### config.mk
export PLATFORM = sky130hd
export DESIGN_NAME = vfd_grid_scan_controller
export DESIGN_NICKNAME = d
export VERILOG_FILES = /design/src/rtl/core/vgs_pkg.sv /design/src/rtl/core/vfd_grid_scan_controller.sv /design/src/rtl/core/vgs_ram.sv /design/src/rtl/core/vgs_cfg.sv /design/src/rtl/core/vgs_seq.sv
export SDC_FILE = /design/constraint.sdc
export NUM_CORES = 2
export LEC_CHECK = 0
export BUFFER_PORTS_ARGS = -buffer_cell sky130_fd_sc_hd__buf_2
export CAP_MARGIN = 20
export CORE_MARGIN = 3
export CORE_UTILIZATION = 40
export CTS_CLUSTER_DIAMETER = 100
export CTS_CLUSTER_SIZE = 10
export DETAILED_ROUTE_END_ITERATION = 8
export HOLD_SLACK_MARGIN = 0.12
export PLACE_DENSITY_LB_ADDON = 0.2
export SLEW_MARGIN = 5
export SYNTH_ARGS = -nofsm -noshare
export SYNTH_HDL_FRONTEND = slang
export SYNTH_HIERARCHICAL = 1
export SYNTH_SLANG_ARGS = --single-unit
### constraint.sdc
create_clock -name clock -period 6.7 [get_ports clock]
set_input_delay 0.67 -clock clock [delete_from_list [all_inputs] [get_ports clock]]
set_output_delay 0.67 -clock clock [all_outputs]
set_load 0.1 [all_outputs]
### src/rtl/core/vgs_pkg.sv
`timescale 1ns / 1ps

package vgs_pkg;

   localparam int CSR_ADDR_W = 3;
   localparam int CSR_DATA_W = 16;

   // configuration register indexes
   localparam logic [CSR_ADDR_W-1:0] CSR_REG_BYTES   = 3'd0;
   localparam logic [CSR_ADDR_W-1:0] CSR_GRID_COUNT  = 3'd1;
   localparam logic [CSR_ADDR_W-1:0] CSR_SCAN_PERIOD = 3'd2;
   localparam logic [CSR_ADDR_W-1:0] CSR_GRID_MAP_N  = 3'd3;
   localparam logic [CSR_ADDR_W-1:0] CSR_SEG_MAP_N   = 3'd4;

   // register reset values
   localparam logic [3:0]  RST_REG_BYTES   = 4'd4;
   localparam logic [4:0]  RST_GRID_COUNT  = 5'd10;
   localparam logic [15:0] RST_SCAN_PERIOD = 16'd333;
   localparam logic [4:0]  RST_GRID_MAP_N  = 5'd17;
   localparam logic [6:0]  RST_SEG_MAP_N   = 7'd64;

   // request codes
   localparam logic [2:0] REQ_TICK     = 3'd0;
   localparam logic [2:0] REQ_SEG_WR   = 3'd1;
   localparam logic [2:0] REQ_CLEAR    = 3'd2;
   localparam logic [2:0] REQ_ALL_ON   = 3'd3;
   localparam logic [2:0] REQ_LD_GRID  = 3'd4;
   localparam logic [2:0] REQ_LD_SEG   = 3'd5;

   // result kinds
   localparam logic KIND_STATUS = 1'b0;
   localparam logic KIND_SCAN   = 1'b1;

   localparam logic [7:0] FILL_OFF = 8'h00;
   localparam logic [7:0] FILL_ON  = 8'hFF;

   typedef struct packed {
      logic [2:0] req_type;
      logic [4:0] grid_pin;
      logic [5:0] seg_pin;
      logic       seg_on;
      logic [5:0] map_bit;
   } req_item_type;

   typedef struct packed {
      logic       kind;
      logic       ok;
      logic [7:0] data_byte;
      logic       strobe_res;
      logic [3:0] grid_now;
      logic       last;
   } rsp_item_type;

   // effective (clamped) configuration
   typedef struct packed {
      logic [3:0]  nb;
      logic [6:0]  grids;
      logic [15:0] period;
      logic [6:0]  gme;
      logic [6:0]  sme;
   } cfg_eff_type;

endpackage

### src/rtl/core/vfd_grid_scan_controller.sv
`timescale 1ns / 1ps

// Scan controller for a multiplexed VFD. A frame store keeps one driver-chain
// image per grid; request items load the grid and segment pin maps, light or
// darken a segment, clear the display or light every pin, and each gets one
// status item back. Tick items count toward scan_period; the tick that reaches
// it sends out the current grid's reg_bytes bytes, the first one flagged for
// the blank/latch/unblank strobe, and moves on to the next grid. Items are taken
// one at a time; the frame store has one registered read port. A tick that
// does not scan leaves the block idle; a scanning tick runs TICK and SCAN, a
// segment write SEG_MAP, PUT and REPLY (only REPLY if rejected, no PUT if its
// bit lies beyond the chain), a map load or all-on REPLY, and a clear CLR, a
// CLR and PUT per grid in use (no PUT for a bit beyond the chain), then REPLY.
// SCAN and REPLY wait while the result side is not taking items. No clearing
// pass follows reset: the block takes items from the first cycle after reset.
module vfd_grid_scan_controller import vgs_pkg::*; #(
   parameter int MAX_GRIDS       = 16,
   parameter int MAX_REG_BYTES   = 8,
   parameter int MAX_SEG_ENTRIES = 64
) (
   input  logic                  clock,
   input  logic                  reset,
   input  logic                  req_tvalid,
   output logic                  req_tready,
   // grid_pin[4:0], seg_pin[10:5], seg_on[11], map_bit[17:12], zero[23:18]
   input  logic [23:0]           req_tdata,
   // req_type[2:0]
   input  logic [2:0]            req_tuser,
   output logic                  rsp_tvalid,
   input  logic                  rsp_tready,
   // ok[0], data_byte[8:1], strobe_res[9], grid_now[13:10], zero[15:14]
   output logic [15:0]           rsp_tdata,
   // kind[0]
   output logic                  rsp_tuser,
   output logic                  rsp_tlast,
   input  logic                  csr_wr_en,
   input  logic [CSR_ADDR_W-1:0] csr_addr,
   input  logic [CSR_DATA_W-1:0] csr_wr_data
);

   cfg_eff_type  cfg;
   req_item_type req_item;
   rsp_item_type rsp_next;
   rsp_item_type rsp_item_ff, rsp_item_in;
   logic         rsp_valid_ff, rsp_valid_in;
   logic         out_free;
   logic         emit;

   assign req_item.req_type = req_tuser;
   assign req_item.grid_pin = req_tdata[4:0];
   assign req_item.seg_pin  = req_tdata[10:5];
   assign req_item.seg_on   = req_tdata[11];
   assign req_item.map_bit  = req_tdata[17:12];

   vgs_cfg #(
      .MAX_GRIDS       (MAX_GRIDS),
      .MAX_REG_BYTES   (MAX_REG_BYTES),
      .MAX_SEG_ENTRIES (MAX_SEG_ENTRIES)
   ) u_cfg (
      .clock       (clock),
      .reset       (reset),
      .csr_wr_en   (csr_wr_en),
      .csr_addr    (csr_addr),
      .csr_wr_data (csr_wr_data),
      .cfg         (cfg)
   );

   vgs_seq #(
      .MAX_GRIDS       (MAX_GRIDS),
      .MAX_REG_BYTES   (MAX_REG_BYTES),
      .MAX_SEG_ENTRIES (MAX_SEG_ENTRIES)
   ) u_seq (
      .clock     (clock),
      .reset     (reset),
      .req_valid (req_tvalid),
      .req_ready (req_tready),
      .req_item  (req_item),
      .cfg       (cfg),
      .out_free  (out_free),
      .emit      (emit),
      .rsp_item  (rsp_next)
   );

   // output register: a new item loads when the slot is empty or being taken
   assign out_free = !rsp_valid_ff || rsp_tready;

   always_comb begin
      rsp_valid_in = rsp_valid_ff;
      rsp_item_in  = rsp_item_ff;
      if (emit) begin
         rsp_valid_in = 1'b1;
         rsp_item_in  = rsp_next;
      end else if (rsp_tready) begin
         rsp_valid_in = 1'b0;
      end
   end

   always_ff @(posedge clock) begin
      if (reset) begin
         rsp_valid_ff <= 1'b0;
      end else begin
         rsp_valid_ff <= rsp_valid_in;
      end
   end

   always_ff @(posedge clock) begin
      rsp_item_ff <= rsp_item_in;
   end

   assign rsp_tvalid = rsp_valid_ff;
   assign rsp_tdata  = {2'b00, rsp_item_ff.grid_now, rsp_item_ff.strobe_res,
                        rsp_item_ff.data_byte, rsp_item_ff.ok};
   assign rsp_tuser  = rsp_item_ff.kind;
   assign rsp_tlast  = rsp_item_ff.last;

   // any request other than a tick makes the block busy right after it is taken
   a_busy_after_req: assert property (@(posedge clock) disable iff (reset)
      (req_tvalid && req_tready && (req_tuser != REQ_TICK)) |=> !req_tready)
      else $error("block took a new item right after a request");

   // when idle, anything still waiting on the result side closes its item
   a_idle_holds_last: assert property (@(posedge clock) disable iff (reset)
      (req_tready && rsp_tvalid) |-> rsp_tlast)
      else $error("block idle while an item's results are incomplete");

   // a scanned byte always reports ok, a status item never carries a strobe
   a_scan_ok: assert property (@(posedge clock) disable iff (reset)
      rsp_tvalid |-> ((rsp_tuser == KIND_STATUS) ? !rsp_tdata[9] : rsp_tdata[0]))
      else $error("scanned byte without ok or status item flagged with strobe");

endmodule

### src/rtl/core/vgs_ram.sv
`timescale 1ns / 1ps

module vgs_ram #(
   parameter int WIDTH = 8,
   parameter int DEPTH = 128
) (
   input  logic                                   clock,
   input  logic                                   wr_en,
   input  logic [((DEPTH > 1) ? $clog2(DEPTH) : 1)-1:0] wr_addr,
   input  logic [WIDTH-1:0]                       wr_data,
   input  logic                                   rd_en,
   input  logic [((DEPTH > 1) ? $clog2(DEPTH) : 1)-1:0] rd_addr,
   output logic [WIDTH-1:0]                       rd_data
);

   logic [WIDTH-1:0] mem_ff [DEPTH];
   logic [WIDTH-1:0] rd_data_ff;

   always_ff @(posedge clock) begin
      if (wr_en) begin
         mem_ff[wr_addr] <= wr_data;
      end
      if (rd_en) begin
         rd_data_ff <= mem_ff[rd_addr];
      end
   end

   assign rd_data = rd_data_ff;

endmodule

### src/rtl/core/vgs_cfg.sv
`timescale 1ns / 1ps

module vgs_cfg import vgs_pkg::*; #(
   parameter int MAX_GRIDS       = 16,
   parameter int MAX_REG_BYTES   = 8,
   parameter int MAX_SEG_ENTRIES = 64
) (
   input  logic                  clock,
   input  logic                  reset,
   input  logic                  csr_wr_en,
   input  logic [CSR_ADDR_W-1:0] csr_addr,
   input  logic [CSR_DATA_W-1:0] csr_wr_data,
   output cfg_eff_type           cfg
);

   logic [3:0]  reg_bytes_ff,   reg_bytes_in;
   logic [4:0]  grid_count_ff,  grid_count_in;
   logic [15:0] scan_period_ff, scan_period_in;
   logic [4:0]  grid_map_n_ff,  grid_map_n_in;
   logic [6:0]  seg_map_n_ff,   seg_map_n_in;

   always_comb begin
      reg_bytes_in   = reg_bytes_ff;
      grid_count_in  = grid_count_ff;
      scan_period_in = scan_period_ff;
      grid_map_n_in  = grid_map_n_ff;
      seg_map_n_in   = seg_map_n_ff;
      if (csr_wr_en) begin
         unique case (csr_addr)
            CSR_REG_BYTES:   reg_bytes_in   = csr_wr_data[3:0];
            CSR_GRID_COUNT:  grid_count_in  = csr_wr_data[4:0];
            CSR_SCAN_PERIOD: scan_period_in = csr_wr_data[15:0];
            CSR_GRID_MAP_N:  grid_map_n_in  = csr_wr_data[4:0];
            CSR_SEG_MAP_N:   seg_map_n_in   = csr_wr_data[6:0];
            default: ;
         endcase
      end
   end

   always_ff @(posedge clock) begin
      if (reset) begin
         reg_bytes_ff   <= RST_REG_BYTES;
         grid_count_ff  <= RST_GRID_COUNT;
         scan_period_ff <= RST_SCAN_PERIOD;
         grid_map_n_ff  <= RST_GRID_MAP_N;
         seg_map_n_ff   <= RST_SEG_MAP_N;
      end else begin
         reg_bytes_ff   <= reg_bytes_in;
         grid_count_ff  <= grid_count_in;
         scan_period_ff <= scan_period_in;
         grid_map_n_ff  <= grid_map_n_in;
         seg_map_n_ff   <= seg_map_n_in;
      end
   end

   // out-of-range settings fold onto the nearest legal value
   always_comb begin
      if (reg_bytes_ff == 4'd0) begin
         cfg.nb = 4'd1;
      end else if (7'(reg_bytes_ff) > 7'(MAX_REG_BYTES)) begin
         cfg.nb = 4'(MAX_REG_BYTES);
      end else begin
         cfg.nb = reg_bytes_ff;
      end

      if (grid_count_ff == 5'd0) begin
         cfg.grids = 7'd1;
      end else if (7'(grid_count_ff) > 7'(MAX_GRIDS)) begin
         cfg.grids = 7'(MAX_GRIDS);
      end else begin
         cfg.grids = 7'(grid_count_ff);
      end

      cfg.period = (scan_period_ff == 16'd0) ? 16'd1 : scan_period_ff;

      cfg.gme = (7'(grid_map_n_ff) > 7'(MAX_GRIDS + 1)) ? 7'(MAX_GRIDS + 1)
                                                         : 7'(grid_map_n_ff);
      cfg.sme = (seg_map_n_ff > 7'(MAX_SEG_ENTRIES)) ? 7'(MAX_SEG_ENTRIES) : seg_map_n_ff;
   end

endmodule

### src/rtl/core/vgs_seq.sv
`timescale 1ns / 1ps

module vgs_seq import vgs_pkg::*; #(
   parameter int MAX_GRIDS       = 16,
   parameter int MAX_REG_BYTES   = 8,
   parameter int MAX_SEG_ENTRIES = 64
) (
   input  logic         clock,
   input  logic         reset,
   input  logic         req_valid,
   output logic         req_ready,
   input  req_item_type req_item,
   input  cfg_eff_type  cfg,
   input  logic         out_free,
   output logic         emit,
   output rsp_item_type rsp_item
);

   localparam int GRID_ENTRIES = MAX_GRIDS + 1;
   localparam int STORE_BYTES  = MAX_GRIDS * MAX_REG_BYTES;
   localparam int SA_W  = (STORE_BYTES > 1) ? $clog2(STORE_BYTES) : 1;
   localparam int MA_W  = (MAX_SEG_ENTRIES > 1) ? $clog2(MAX_SEG_ENTRIES) : 1;
   localparam int GM_W  = $clog2(GRID_ENTRIES);
   localparam int ROW_W = (MAX_GRIDS > 1) ? $clog2(MAX_GRIDS) : 1;
   localparam int GC_W  = $clog2(MAX_GRIDS + 2);
   localparam int K_W   = (MAX_REG_BYTES > 1) ? $clog2(MAX_REG_BYTES) : 1;
   localparam int MW    = SA_W + 4;

   typedef enum logic [6:0] {
      ST_IDLE    = 7'b0000001,
      ST_TICK    = 7'b0000010,
      ST_SCAN    = 7'b0000100,
      ST_SEG_MAP = 7'b0001000,
      ST_CLR     = 7'b0010000,
      ST_PUT     = 7'b0100000,
      ST_REPLY   = 7'b1000000
   } state_type;

   state_type               state_ff, state_in;
   logic [15:0]             tick_ff, tick_in;
   logic [ROW_W-1:0]        cur_ff, cur_in;
   logic [SA_W-1:0]         base_ff, base_in;
   logic [K_W-1:0]          k_ff, k_in;
   logic [GC_W-1:0]         g_ff, g_in;
   logic [4:0]              gp_ff, gp_in;
   logic                    on_ff, on_in;
   logic                    clr_ff, clr_in;
   logic                    ok_ff, ok_in;
   logic [SA_W-1:0]         put_idx_ff, put_idx_in;
   logic [7:0]              put_mask_ff, put_mask_in;
   logic [7:0]              fill_ff, fill_in;
   logic [STORE_BYTES-1:0]  store_vld_ff, store_vld_in;
   logic                    store_rv_ff, store_rv_in;
   logic [MAX_SEG_ENTRIES-1:0] seg_vld_ff, seg_vld_in;
   logic                    seg_rv_ff, seg_rv_in;
   logic [5:0]              grid_map_ff [GRID_ENTRIES];
   logic [5:0]              grid_map_in [GRID_ENTRIES];

   // frame store port
   logic            st_rd_en, st_we;
   logic [SA_W-1:0] st_rd_addr;
   logic [7:0]      st_q, st_wdata;
   // segment map port
   logic            sm_rd_en, sm_we;
   logic [MA_W-1:0] sm_rd_addr, sm_wr_addr;
   logic [5:0]      sm_q;

   logic [7:0]       store_byte;
   logic [5:0]       seg_bit;
   logic [ROW_W-1:0] put_row;
   logic [5:0]       put_bit;
   logic [2:0]       put_off;
   logic             put_in_chain;
   logic [MW-1:0]    put_idx_w;
   logic [SA_W-1:0]  put_idx;
   logic [15:0]      tick_inc;
   logic [ROW_W-1:0] cur_eff;
   logic [MW-1:0]    base_w;
   logic [MW-1:0]    scan_next_w;
   logic             last_byte;
   logic             seg_reject;

   vgs_ram #(.WIDTH(8), .DEPTH(STORE_BYTES)) u_store (
      .clock   (clock),
      .wr_en   (st_we),
      .wr_addr (put_idx_ff),
      .wr_data (st_wdata),
      .rd_en   (st_rd_en),
      .rd_addr (st_rd_addr),
      .rd_data (st_q)
   );

   vgs_ram #(.WIDTH(6), .DEPTH(MAX_SEG_ENTRIES)) u_seg_map (
      .clock   (clock),
      .wr_en   (sm_we),
      .wr_addr (sm_wr_addr),
      .wr_data (req_item.map_bit),
      .rd_en   (sm_rd_en),
      .rd_addr (sm_rd_addr),
      .rd_data (sm_q)
   );

   // entries not written since the last reset, clear or all-on read as the fill value
   assign store_byte = store_rv_ff ? st_q : fill_ff;
   assign seg_bit    = seg_rv_ff ? sm_q : 6'd0;

   // shared read-modify-write address path for segment writes and clear
   always_comb begin
      if (state_ff == ST_CLR) begin
         put_row = ROW_W'(g_ff - GC_W'(1));
         put_bit = grid_map_ff[GM_W'(g_ff)];
      end else begin
         put_row = ROW_W'(gp_ff - 5'd1);
         put_bit = seg_bit;
      end
   end

   assign put_off      = put_bit[5:3];
   assign put_in_chain = {1'b0, put_off} < cfg.nb;
   // high byte of the row sits at the lowest address
   assign put_idx_w    = MW'(put_row) * MW'(cfg.nb) + MW'(cfg.nb) - MW'(1) - MW'(put_off);
   assign put_idx      = put_idx_w[SA_W-1:0];

   assign tick_inc    = tick_ff + 16'd1;
   assign cur_eff     = (7'(cur_ff) >= cfg.grids) ? '0 : cur_ff;
   assign base_w      = MW'(cur_eff) * MW'(cfg.nb);
   assign scan_next_w = MW'(base_ff) + MW'(k_ff) + MW'(1);
   assign last_byte   = (4'(k_ff) + 4'd1) == cfg.nb;

   assign seg_reject = (req_item.grid_pin == 5'd0)
                    || (7'(req_item.grid_pin) >= cfg.gme)
                    || (7'(req_item.grid_pin) > cfg.grids)
                    || (7'(req_item.seg_pin) >= cfg.sme);

   assign req_ready  = (state_ff == ST_IDLE);
   assign sm_rd_addr = MA_W'(req_item.seg_pin);
   assign sm_wr_addr = MA_W'(req_item.seg_pin);

   always_comb begin
      state_in     = state_ff;
      tick_in      = tick_ff;
      cur_in       = cur_ff;
      base_in      = base_ff;
      k_in         = k_ff;
      g_in         = g_ff;
      gp_in        = gp_ff;
      on_in        = on_ff;
      clr_in       = clr_ff;
      ok_in        = ok_ff;
      put_idx_in   = put_idx_ff;
      put_mask_in  = put_mask_ff;
      fill_in      = fill_ff;
      store_vld_in = store_vld_ff;
      store_rv_in  = store_rv_ff;
      seg_vld_in   = seg_vld_ff;
      seg_rv_in    = seg_rv_ff;
      grid_map_in  = grid_map_ff;

      st_rd_en   = 1'b0;
      st_rd_addr = put_idx;
      st_we      = 1'b0;
      st_wdata   = on_ff ? (store_byte | put_mask_ff) : (store_byte & ~put_mask_ff);
      sm_rd_en   = 1'b0;
      sm_we      = 1'b0;

      emit               = 1'b0;
      rsp_item.kind       = KIND_STATUS;
      rsp_item.ok         = ok_ff;
      rsp_item.data_byte  = 8'd0;
      rsp_item.strobe_res = 1'b0;
      rsp_item.grid_now   = 4'd0;
      rsp_item.last       = 1'b1;

      unique case (state_ff)
         ST_IDLE: begin
            if (req_valid) begin
               gp_in  = req_item.grid_pin;
               on_in  = req_item.seg_on;
               clr_in = 1'b0;
               ok_in  = 1'b1;
               state_in = ST_REPLY;
               case (req_item.req_type)
                  REQ_TICK: begin
                     if (tick_inc >= cfg.period) begin
                        tick_in  = 16'd0;
                        state_in = ST_TICK;
                     end else begin
                        tick_in  = tick_inc;
                        state_in = ST_IDLE;
                     end
                  end
                  REQ_SEG_WR: begin
                     if (seg_reject) begin
                        ok_in = 1'b0;
                     end else begin
                        sm_rd_en  = 1'b1;
                        seg_rv_in = seg_vld_ff[sm_rd_addr];
                        state_in  = ST_SEG_MAP;
                     end
                  end
                  REQ_CLEAR: begin
                     store_vld_in = '0;
                     fill_in      = FILL_OFF;
                     g_in         = GC_W'(1);
                     on_in        = 1'b1;
                     clr_in       = 1'b1;
                     state_in     = ST_CLR;
                  end
                  REQ_ALL_ON: begin
                     store_vld_in = '0;
                     fill_in      = FILL_ON;
                  end
                  REQ_LD_GRID: begin
                     if (7'(req_item.grid_pin) < 7'(GRID_ENTRIES)) begin
                        grid_map_in[GM_W'(req_item.grid_pin)] = req_item.map_bit;
                     end else begin
                        ok_in = 1'b0;
                     end
                  end
                  REQ_LD_SEG: begin
                     if (7'(req_item.seg_pin) < 7'(MAX_SEG_ENTRIES)) begin
                        sm_we                  = 1'b1;
                        seg_vld_in[sm_wr_addr] = 1'b1;
                     end else begin
                        ok_in = 1'b0;
                     end
                  end
                  default: ok_in = 1'b0;
               endcase
            end
         end

         ST_TICK: begin
            cur_in      = cur_eff;
            base_in     = base_w[SA_W-1:0];
            k_in        = '0;
            st_rd_en    = 1'b1;
            st_rd_addr  = base_w[SA_W-1:0];
            store_rv_in = store_vld_ff[st_rd_addr];
            state_in    = ST_SCAN;
         end

         ST_SCAN: begin
            rsp_item.kind       = KIND_SCAN;
            rsp_item.ok         = 1'b1;
            rsp_item.data_byte  = store_byte;
            rsp_item.strobe_res = (k_ff == '0);
            rsp_item.grid_now   = 4'(cur_ff);
            rsp_item.last       = last_byte;
            if (out_free) begin
               emit = 1'b1;
               if (last_byte) begin
                  cur_in   = ((7'(cur_ff) + 7'd1) >= cfg.grids) ? '0 : ROW_W'(cur_ff + 1'b1);
                  state_in = ST_IDLE;
               end else begin
                  k_in        = k_ff + 1'b1;
                  st_rd_en    = 1'b1;
                  st_rd_addr  = scan_next_w[SA_W-1:0];
                  store_rv_in = store_vld_ff[st_rd_addr];
               end
            end
         end

         ST_SEG_MAP: begin
            if (put_in_chain) begin
               st_rd_en    = 1'b1;
               store_rv_in = store_vld_ff[st_rd_addr];
               put_idx_in  = put_idx;
               put_mask_in = 8'd1 << put_bit[2:0];
               state_in    = ST_PUT;
            end else begin
               state_in = ST_REPLY;
            end
         end

         ST_CLR: begin
            if (7'(g_ff) > cfg.grids) begin
               state_in = ST_REPLY;
            end else if (put_in_chain) begin
               st_rd_en    = 1'b1;
               store_rv_in = store_vld_ff[st_rd_addr];
               put_idx_in  = put_idx;
               put_mask_in = 8'd1 << put_bit[2:0];
               state_in    = ST_PUT;
            end else begin
               g_in = g_ff + 1'b1;
            end
         end

         ST_PUT: begin
            st_we                    = 1'b1;
            store_vld_in[put_idx_ff] = 1'b1;
            if (clr_ff) begin
               g_in     = g_ff + 1'b1;
               state_in = ST_CLR;
            end else begin
               state_in = ST_REPLY;
            end
         end

         ST_REPLY: begin
            if (out_free) begin
               emit     = 1'b1;
               state_in = ST_IDLE;
            end
         end

         default: state_in = ST_IDLE;
      endcase
   end

   always_ff @(posedge clock) begin
      if (reset) begin
         state_ff     <= ST_IDLE;
         tick_ff      <= 16'd0;
         cur_ff       <= '0;
         fill_ff      <= FILL_OFF;
         store_vld_ff <= '0;
         seg_vld_ff   <= '0;
         for (int i = 0; i < GRID_ENTRIES; i++) begin
            grid_map_ff[i] <= 6'd0;
         end
      end else begin
         state_ff     <= state_in;
         tick_ff      <= tick_in;
         cur_ff       <= cur_in;
         fill_ff      <= fill_in;
         store_vld_ff <= store_vld_in;
         seg_vld_ff   <= seg_vld_in;
         grid_map_ff  <= grid_map_in;
      end
   end

   always_ff @(posedge clock) begin
      base_ff     <= base_in;
      k_ff        <= k_in;
      g_ff        <= g_in;
      gp_ff       <= gp_in;
      on_ff       <= on_in;
      clr_ff      <= clr_in;
      ok_ff       <= ok_in;
      put_idx_ff  <= put_idx_in;
      put_mask_ff <= put_mask_in;
      store_rv_ff <= store_rv_in;
      seg_rv_ff   <= seg_rv_in;
   end

endmodule

# [Word-level counts from Yosys, hierarchy flattened]
# Memory sizes are Yosys's and may differ from the RTL's. A register that Yosys moved wholly into a read port is not among the register bits.
# Index checks and enable logic that the tools add are counted.
[totals] rom_bits=0 word_cells=266 regBits=422 mem_count=2 ramBits=1408 latchBits=0
[classes] reduce_logical=43 n_shift=1 n_mul=2 n_lt_le_gt_ge=23 eq_ne=28 bitwise=8 div=0 n_mux=100 add_sub_neg=13
[mem_list] name="u_seq.u_store.mem_ff" words=128 word_bits=8 read_ports=1 rd_ports_with_merged_regs=1 wr=1 line="vgs_ram.sv:16" text="logic [WIDTH-1:0] mem_ff [DEPTH];"
[mem_list] name="u_seq.u_seg_map.mem_ff" words=64 word_bits=6 read_ports=1 rd_ports_with_merged_regs=1 wr=1 line="vgs_ram.sv:16"
[op_table] op="2-to-1 mux 128 bit" n=2
[op_table] op="case mux 128 bit (2 select lines)" n=1
[op_table] op="bitwise OR 128 bit" n=1
[op_table] op="2-to-1 mux 7 bit" n=15
[op_table] op="bitwise mux 102 bit" n=1
[op_table] op="bitwise OR 64 bit" n=1
[op_table] op="case mux 7 bit (7 select lines)" n=1
[op_table] op="2-to-1 mux 16 bit" n=3
[op_table] op="2-to-1 mux 5 bit" n=7
[op_table] op="< comparator 7 x 8 -> 1 bit, second input constant" n=4
[op_table] op="2-to-1 mux 1 bit" n=32
[op_table] op="2-to-1 mux 8 bit" n=4
[op_table] op="case mux 8 bit (2 select lines)" n=2
[op_table] op="binary-select mux 6 bit (select 5 bit)" n=1
[op_table] op="demux 6 bit (select 5 bit)" n=1
[op_table] op="2-to-1 mux 6 bit" n=5
[op_table] op="2-to-1 mux 4 bit" n=7
[op_table] op="case mux 7 bit (2 select lines)" n=2
[op_table] op="binary-select mux 1 bit (select 7 bit)" n=3
[op_table] op="case mux 7 bit (3 select lines)" n=1
[op_table] op="AND reduction 3 bit" n=6
[op_table] op="adder 16 x 1 -> 16 bit, second input constant" n=1
[op_table] op=">= comparator 16 bit" n=1
[op_table] op="zero test 16 bit" n=1
[op_table] op="other kinds (72)" n=115

# [Logic depth before layout (Yosys ltp)]
[logic_depth] word_depth=12 mapped_depth=27 ltp_nobuf=24

# [Cells and area by module]
# Netlist, hierarchy kept.
[by_module_without_submodules] module="vgs_ram at u_seq.u_store" cells_each=1635 area_each_um2=39745.6 instances=1
[by_module_without_submodules] module="vgs_seq" cells_each=2198 area_each_um2=20244.4 instances=1
[by_module_without_submodules] module="vgs_ram at u_seq.u_seg_map" cells_each=729 area_each_um2=15265.9 instances=1
[by_module_without_submodules] module="vgs_cfg" cells_each=198 area_each_um2=1644.1 instances=1
[by_module_without_submodules] module="vfd_grid_scan_controller" cells_each=23 area_each_um2=545.5 instances=1

# [Worst setup path after synthesis]
# Ideal clock, no wire load.
[synth_timing] path_kind="reg-to-reg" start="register u_seq.state_ff[2]" end="register u_seq.u_store.rd_data_ff[0] (netlist: u_seq/u_store/rd_data[0]) (read register of u_seq.u_store.mem_ff), data pin" setup_time_ns=0.260 t_arrival_ns=6.191 period_less_slack_ns=6.451 stages_incl_launch_ff=20 required_ns=6.440 path_buffers=6 slack_ns=0.249 path_cell_list="dfxtp_1 -> nor3_2 -> nand4b_1 -> clkbuf_1 -> buf_1 -> mux2i_1 -> ha_1 -> nand2b_1 -> fa_1 -> inv_1 -> ha_1 -> fa_1 -> clkbuf_1 -> clkbuf_1 -> a221o_1 -> clkbuf_1 -> clkbuf_1 -> mux4_2 -> mux4_2 -> mux2_2"
[synth_between] elab_chain_cells=9 elab_cells_between_ends=17 cone_classes="3 x add/sub; 1 x mul; 1 x order compare; 4 x eq/ne; 8 x mux"
[synth_lines] item="start, declared" line="vgs_seq.sv:39" text="state_type state_ff, state_in;"
[synth_lines] item="start signal, assigned" line="vgs_seq.sv:324" text="state_ff <= state_in;"
[synth_lines] item="== test 7 x 5 -> 1 bit (*)" line="vgs_seq.sv:109" text="if (state_ff == ST_CLR) begin"
[synth_lines] item="2-to-1 mux 4 bit" line="vgs_seq.sv:109"
[synth_lines] item="multiplier 4 x 4 -> 7 bit" line="vgs_seq.sv:121" text="assign put_idx_w = MW'(put_row) * MW'(cfg.nb) + MW'(cfg.nb) - MW'(1) - MW'(put_off);"
[synth_lines] item="adder 7 x 4 -> 7 bit" line="vgs_seq.sv:121"
[synth_lines] item="subtractor 7 x 1 -> 7 bit" line="vgs_seq.sv:121"
[synth_lines] item="subtractor 7 x 3 -> 7 bit (*)" line="vgs_seq.sv:121"
[synth_lines] item="named net u_seq.put_idx_w[1]" line="vgs_seq.sv:74" text="logic [MW-1:0] put_idx_w;"
[synth_lines] item="2-to-1 mux 7 bit" line="vgs_seq.sv:252" text="if (last_byte) begin"
[synth_lines] item="2-to-1 mux 7 bit" line="vgs_seq.sv:250" text="if (out_free) begin"
[synth_lines] item="case mux 7 bit (2 select lines) (*)" line="vgs_seq.sv:174" text="unique case (state_ff)"
[synth_lines] item="named net u_seq.st_rd_addr[1]" line="vgs_seq.sv:61" text="logic [SA_W-1:0] st_rd_addr;"
[synth_lines] item="end, declared" line="vgs_ram.sv:17" text="logic [WIDTH-1:0] rd_data_ff;"
# The timed path passes the listed nets; every way through them passes the cells marked *.
# A chain may end at the register's enable or synchronous reset.

# [Final worst setup path]
[layout_timing] start="register u_seq.g_ff[0]" end="register u_seq.u_store.rd_data_ff[7] (netlist: u_seq/u_store/rd_data[7]) (read register of u_seq.u_store.mem_ff), data pin"
[layout_between] elab_chain_cells=9 elab_cells_between_ends=19 cone_classes="4 x add/sub; 1 x mul; 2 x order compare; 11 x mux; 1 x bitwise"
[layout_lines] item="start, declared" line="vgs_seq.sv:44" text="logic [GC_W-1:0] g_ff, g_in;"
[layout_lines] item="start signal, assigned" line="vgs_seq.sv:337" text="g_ff <= g_in;"
[layout_lines] item="subtractor 4 x 1 -> 4 bit or NOT 5 -> 6 bit (tied branches)" line="vgs_seq.sv:110, vgs_seq.sv:111"
[layout_lines] item="2-to-1 mux 4 bit or binary-select mux 6 bit (select 5 bit) (tied branches)" line="vgs_seq.sv:109, vgs_seq.sv:111"
[layout_lines] item="multiplier 4 x 4 -> 7 bit or 2-to-1 mux 6 bit (tied branches)" line="vgs_seq.sv:121, vgs_seq.sv:111"
[layout_lines] item="adder 7 x 4 -> 7 bit or 2-to-1 mux 6 bit (tied branches)" line="vgs_seq.sv:121, vgs_seq.sv:111"
[layout_lines] item="subtractor 7 x 1 -> 7 bit or 2-to-1 mux 6 bit (tied branches)" line="vgs_seq.sv:121, vgs_seq.sv:109"
[layout_lines] item="subtractor 7 x 3 -> 7 bit (*)" line="vgs_seq.sv:121"
[layout_lines] item="named net u_seq.put_idx_w[2]" line="vgs_seq.sv:74"
[layout_lines] item="2-to-1 mux 7 bit" line="vgs_seq.sv:252"
[layout_lines] item="2-to-1 mux 7 bit" line="vgs_seq.sv:250"
[layout_lines] item="case mux 7 bit (2 select lines) (*)" line="vgs_seq.sv:174"
[layout_lines] item="named net u_seq.st_rd_addr[2]" line="vgs_seq.sv:61"
# The timed path passes the listed nets; every way through them passes the cells marked *. The select of a mux whose other input is x is not followed.

==> parameters.txt <==
Parameter                              Value

Timing
  Time the worst path needs with I/O delays and setup ... around 6300 ps
  Slew of the pin with the lowest slew margin ... around 1200 ps
  Relative slew slack ... 20.94%
  Final number of max-transition violations ... 0
  Setup repair after global routing missed its margin ... no
  Final worst path period share ... 94.28%
  Final hold viol count ... 0
  Final setup violating endpoints ... 0
  Upper clock frequency limit ... 158.3 MHz
  Clock skew after layout ... just under 30 ps
  Aggregate negative setup slack ... 0 ps

GRT
  Via count of the first global-routing pass ... 43100
  Antenna violations before repair ... 4
  Global route total overflow ... 0
  Largest net degree at the start of global routing ... 188
  Wire length of the first global-routing pass ... 289900 um
  Total routing resource utilization after global routing ... 19.48%

Clocking
  Clk sinks ... 1837
  TritonCTS clock tree ... done
  Worst-Skew Late Latency ... 830 ps
  Clock slew at the register clock pins of the worst setup and hold paths ... 60 ps
  Clock root buffer ... clkbuf_16
  Number of clock buffers inserted by TritonCTS ... between 200 and 250
  H-tree depth ... 4
  Clock tree buffer depth ... 3
  Post-CTS setup repair buffer count ... 0

Layout
  Final cell utilization of the core ... 45.43%
  Final Instance Count excl. Fillers ... 7498
  Fraction of layout cells with a size suffix above 1 ... 21.32%
  Most frequent cells in the layout ... edfxtp_1 (1477), mux4_2 (557), nor2_1 (556)
  Leading cell type in the layout, fill and taps excluded ... edfxtp_1
  Area of combinational cells with multiple inputs ... 0.02440 mm2
  Area growth from synthesis to layout ... 12.26%
  FF+latch area ... 0.05156 mm2
  Filler cell count in the final layout ... 16520
  Number of nets in the finished design ... 5061

Worst setup path
  Sum of buffers and inverters on the critical path ... 5
  Delay of the slowest critical-path stage ... between 500 and 600 ps
  Nature of the critical path endpoint ... register
  Data arrival, critical path ... approximately 7000 ps
  Worst-path cell with the longest stage delay ... mux4_2
  Family with the most delay on the worst path ... multiplexers
  Critical path data required time ... 7280 ps
  Worst Path Max Fanout ... 75
  Crit path cell chain ... buf_12, mux4_2, mux4_2, a22oi_1, o21a_1, ha_1, ha_1, inv_1, fa_1, inv_1, ha_1, a221o_4, buf_12, buf_4, mux4_2, mux4_2, mux4_2, mux2_2
  Startpoint type of the worst setup path ... register
  Path type of the worst setup path ... reg -> reg
  Cell seen most often among critical-path stages ... mux4_2

Place
  Global placement routability congestion ... 0.8108
  Placed Cells incl. Taps ... about 7000
  Buffers added on ports ... 62
  Half-perimeter wire length after placement ... between 100000 and 150000 um

Drt
  Number of routed nets with antenna violations ... 0
  Sum of routed wire segments on met1 ... 86090 um
  Total number of vias ... 42780
  Met3 wirelength from detailed routing ... 9926 um
  Remaining design rule violation count ... 0
  First drt pass iteration count ... 6
  Final wirelength ... 193900 um
  DRC marker count from the first detailed-route iteration ... 4203
  Wire length per cell after detailed routing ... 25.86 um
  Uppermost routed layer ... met4
  Number of vias per cell after detailed routing ... 5.706
  Routed wire length on met2 ... 94000 um

Synth
  Cells taking the most area after synthesis ... edfxtp_1 (57%), mux4_2 (16%), dfxtp_1 (9.3%), nor2_1 (2.7%), a21oi_1 (2.0%)
  Synth Register Bits ... approximately 1800
  Synthesized area per cell ... 16.19 um2
  Fraction of synthesized cell area taken by the top area cell type ... about 57%
  Count of warnings emitted by yosys ... 6
  Cell type with the largest total area after synthesis ... edfxtp_1
  Synth unique cells ... 83
  Gate Count Post-Synth ... 4783
  Count of flip-flops with a built-in enable after synthesis ... around 1500
  Post-synth ARST share ... 0%
  Post-Synthesis Cell Area ... 0.07745 mm2
  Post-synth top flop ... edfxtp_1
  Sequential share of the synthesized area ... between 60% and 70%

Floorplanning
  Horizontal die dimension ... roughly 450 um
  Height of the chip ... 446.0 um
  Die ar. ... between 0.15 and 0.2 mm2
  Starting density of the core ... 40.47%
  Std cell rows ... 160
  Number of primary I/O pins ... roughly 70
  Std-Cell Core Area ... 0.1914 mm2

Pwr
  Leakage dissipation ... 28.48 nW
  Worst-case vdd ir drop ... about 0.47 mV
  Power density normalized to cell area ... 350.7 mW/mm2

Run status
  Status ... finished clean

Job
  Max-cap check violation count ... 0

Hold path
  Worst min-delay path category ... in -> reg
state kept, by name, summed over array words and instances (netlist names), 6 cells and up:
register                 flops
u_seq/put_mask_ff            8
u_seq/u_store/mem_ff      1024
u_seq/store_vld_ff         128
u_seq/u_seg_map/rd_data      6
u_seq/seg_vld_ff            64
u_seq/u_store/rd_data        8
u_seq/grid_map_ff          102
u_seq/u_seg_map/mem_ff     384
u_cfg/scan_period_ff        16
rsp_tdata                   14
u_seq/put_idx_ff             7
u_seq/tick_ff               16
u_cfg/seg_map_n_ff           7
u_seq/base_ff                7
u_seq/state_ff               7
layout make-up:
class	instances	area share (%)
Sequential cell	1837	59.30
Antenna cell	1	0.002878
Timing Repair Buffer	228	2.196
Inverter	97	0.4188
Clock inverter	11	0.2188
Multi-Input combinational cell	2550	28.07
Tap cell	2511	3.614
Clock buffer	263	6.175
cell families after synthesis:
kind of cell / count (synthesis) / synth area share, %
DFF: 1837 / 66.58
and+or+nand+nor: 1181 / 6.860
muxes: 698 / 18.05
AOI/OAI and AO/OA: 519 / 4.024
buffers and inverters: 400 / 2.223
adders and majority gates: 95 / 1.680
xor gates and xnor gates: 51 / 0.5768
other: 2 / 0.009697
final timing paths:
kind | endpoint | slack (ps) | cells past startpoint | from
hold reg to reg | u_seq/grid_map_ff[16]$_SDFFE_PP0P_ | 450 | 2 | u_seq/grid_map_ff[16]$_SDFFE_PP0P_
setup reg to reg | u_seq/u_store/rd_data[7]$_DFFE_PP_ | 380 | 18 | u_seq/g_ff[0]$_SDFFCE_PN1P_
setup / recovery | u_seq/u_store/rd_data[7]$_DFFE_PP_ | 380 | 18 | u_seq/g_ff[0]$_SDFFCE_PN1P_
hold / removal | u_cfg/scan_period_ff[4]$_SDFFE_PP0P_ | 200 | 3 | csr_wr_data[4]
cell usage after synthesis (7+ instances only):
cell type and number:
a211oi_1 13, a21o_1 13, a21oi_1 307, a221oi_1 19, a22o_1 9, a22oi_1 21
a31oi_1 20, a32oi_1 7, and2_1 16, and3_1 33, buf_1 25, buf_2 44
buf_4 30, buf_6 7, clkbuf_1 197, dfxtp_1 360, edfxtp_1 1477, fa_1 15
ha_1 80, inv_1 91, mux2_2 18, mux2i_1 122, mux4_2 557, nand2_1 280
nand2b_1 29, nand3_1 103, nand3b_1 13, nand4_1 13, nor2_1 556, nor2b_1 36
nor3_1 37, nor4_1 8, o211ai_1 19, o21a_1 12, o21ai_0 31, o221ai_1 7
o22ai_1 11, xnor2_1 28, xor2_1 23
where the power goes:
group          internal [mW]  total, mW  switching [mW]  leakage [nW]
sequential              12.7       12.8          0.0460          16.3
clock                   5.52       9.76            4.25          2.69
combinational           3.43       7.97            4.53          9.49
per-stage QoR:
stage	worst slack, ps	power (mW)	instance area [um2]	hold slack (ps)
2_1_floorplan	249.1	17.85	77460	428.6
6_report	383.3	30.49	86940	195.7
4_1_cts	428.3	30.87	86860	132.7
3_3_place_gp	421.5	21.00	81130	435.6
3_5_place_dp	445.2	21.05	81180	443.2
5_1_grt	210.0	31.57	86940	161.3
per-layer routing:
layer	up-vias	track usage (%)
met5	-	0
met2	1233	31.37
li1	18830	-
met3	252	2.782
met4	0	4.840
met1	22470	28.01
worst min-delay path, delay by kind of cell:
| family | cells | cell delay, ps |
|---|---|---|
| compound gates | 1 | 60 |
| buf+inv | 1 | 150 |
| simple gates | 1 | 70 |
repair_timing:
action | in CTS | in global routing
endpoints found under the hold margin | 14 | 0
resized for setup | 0 | 0
hold buffers | 12 | 0
No activity file was read; power rests on OpenSTA's default activity.
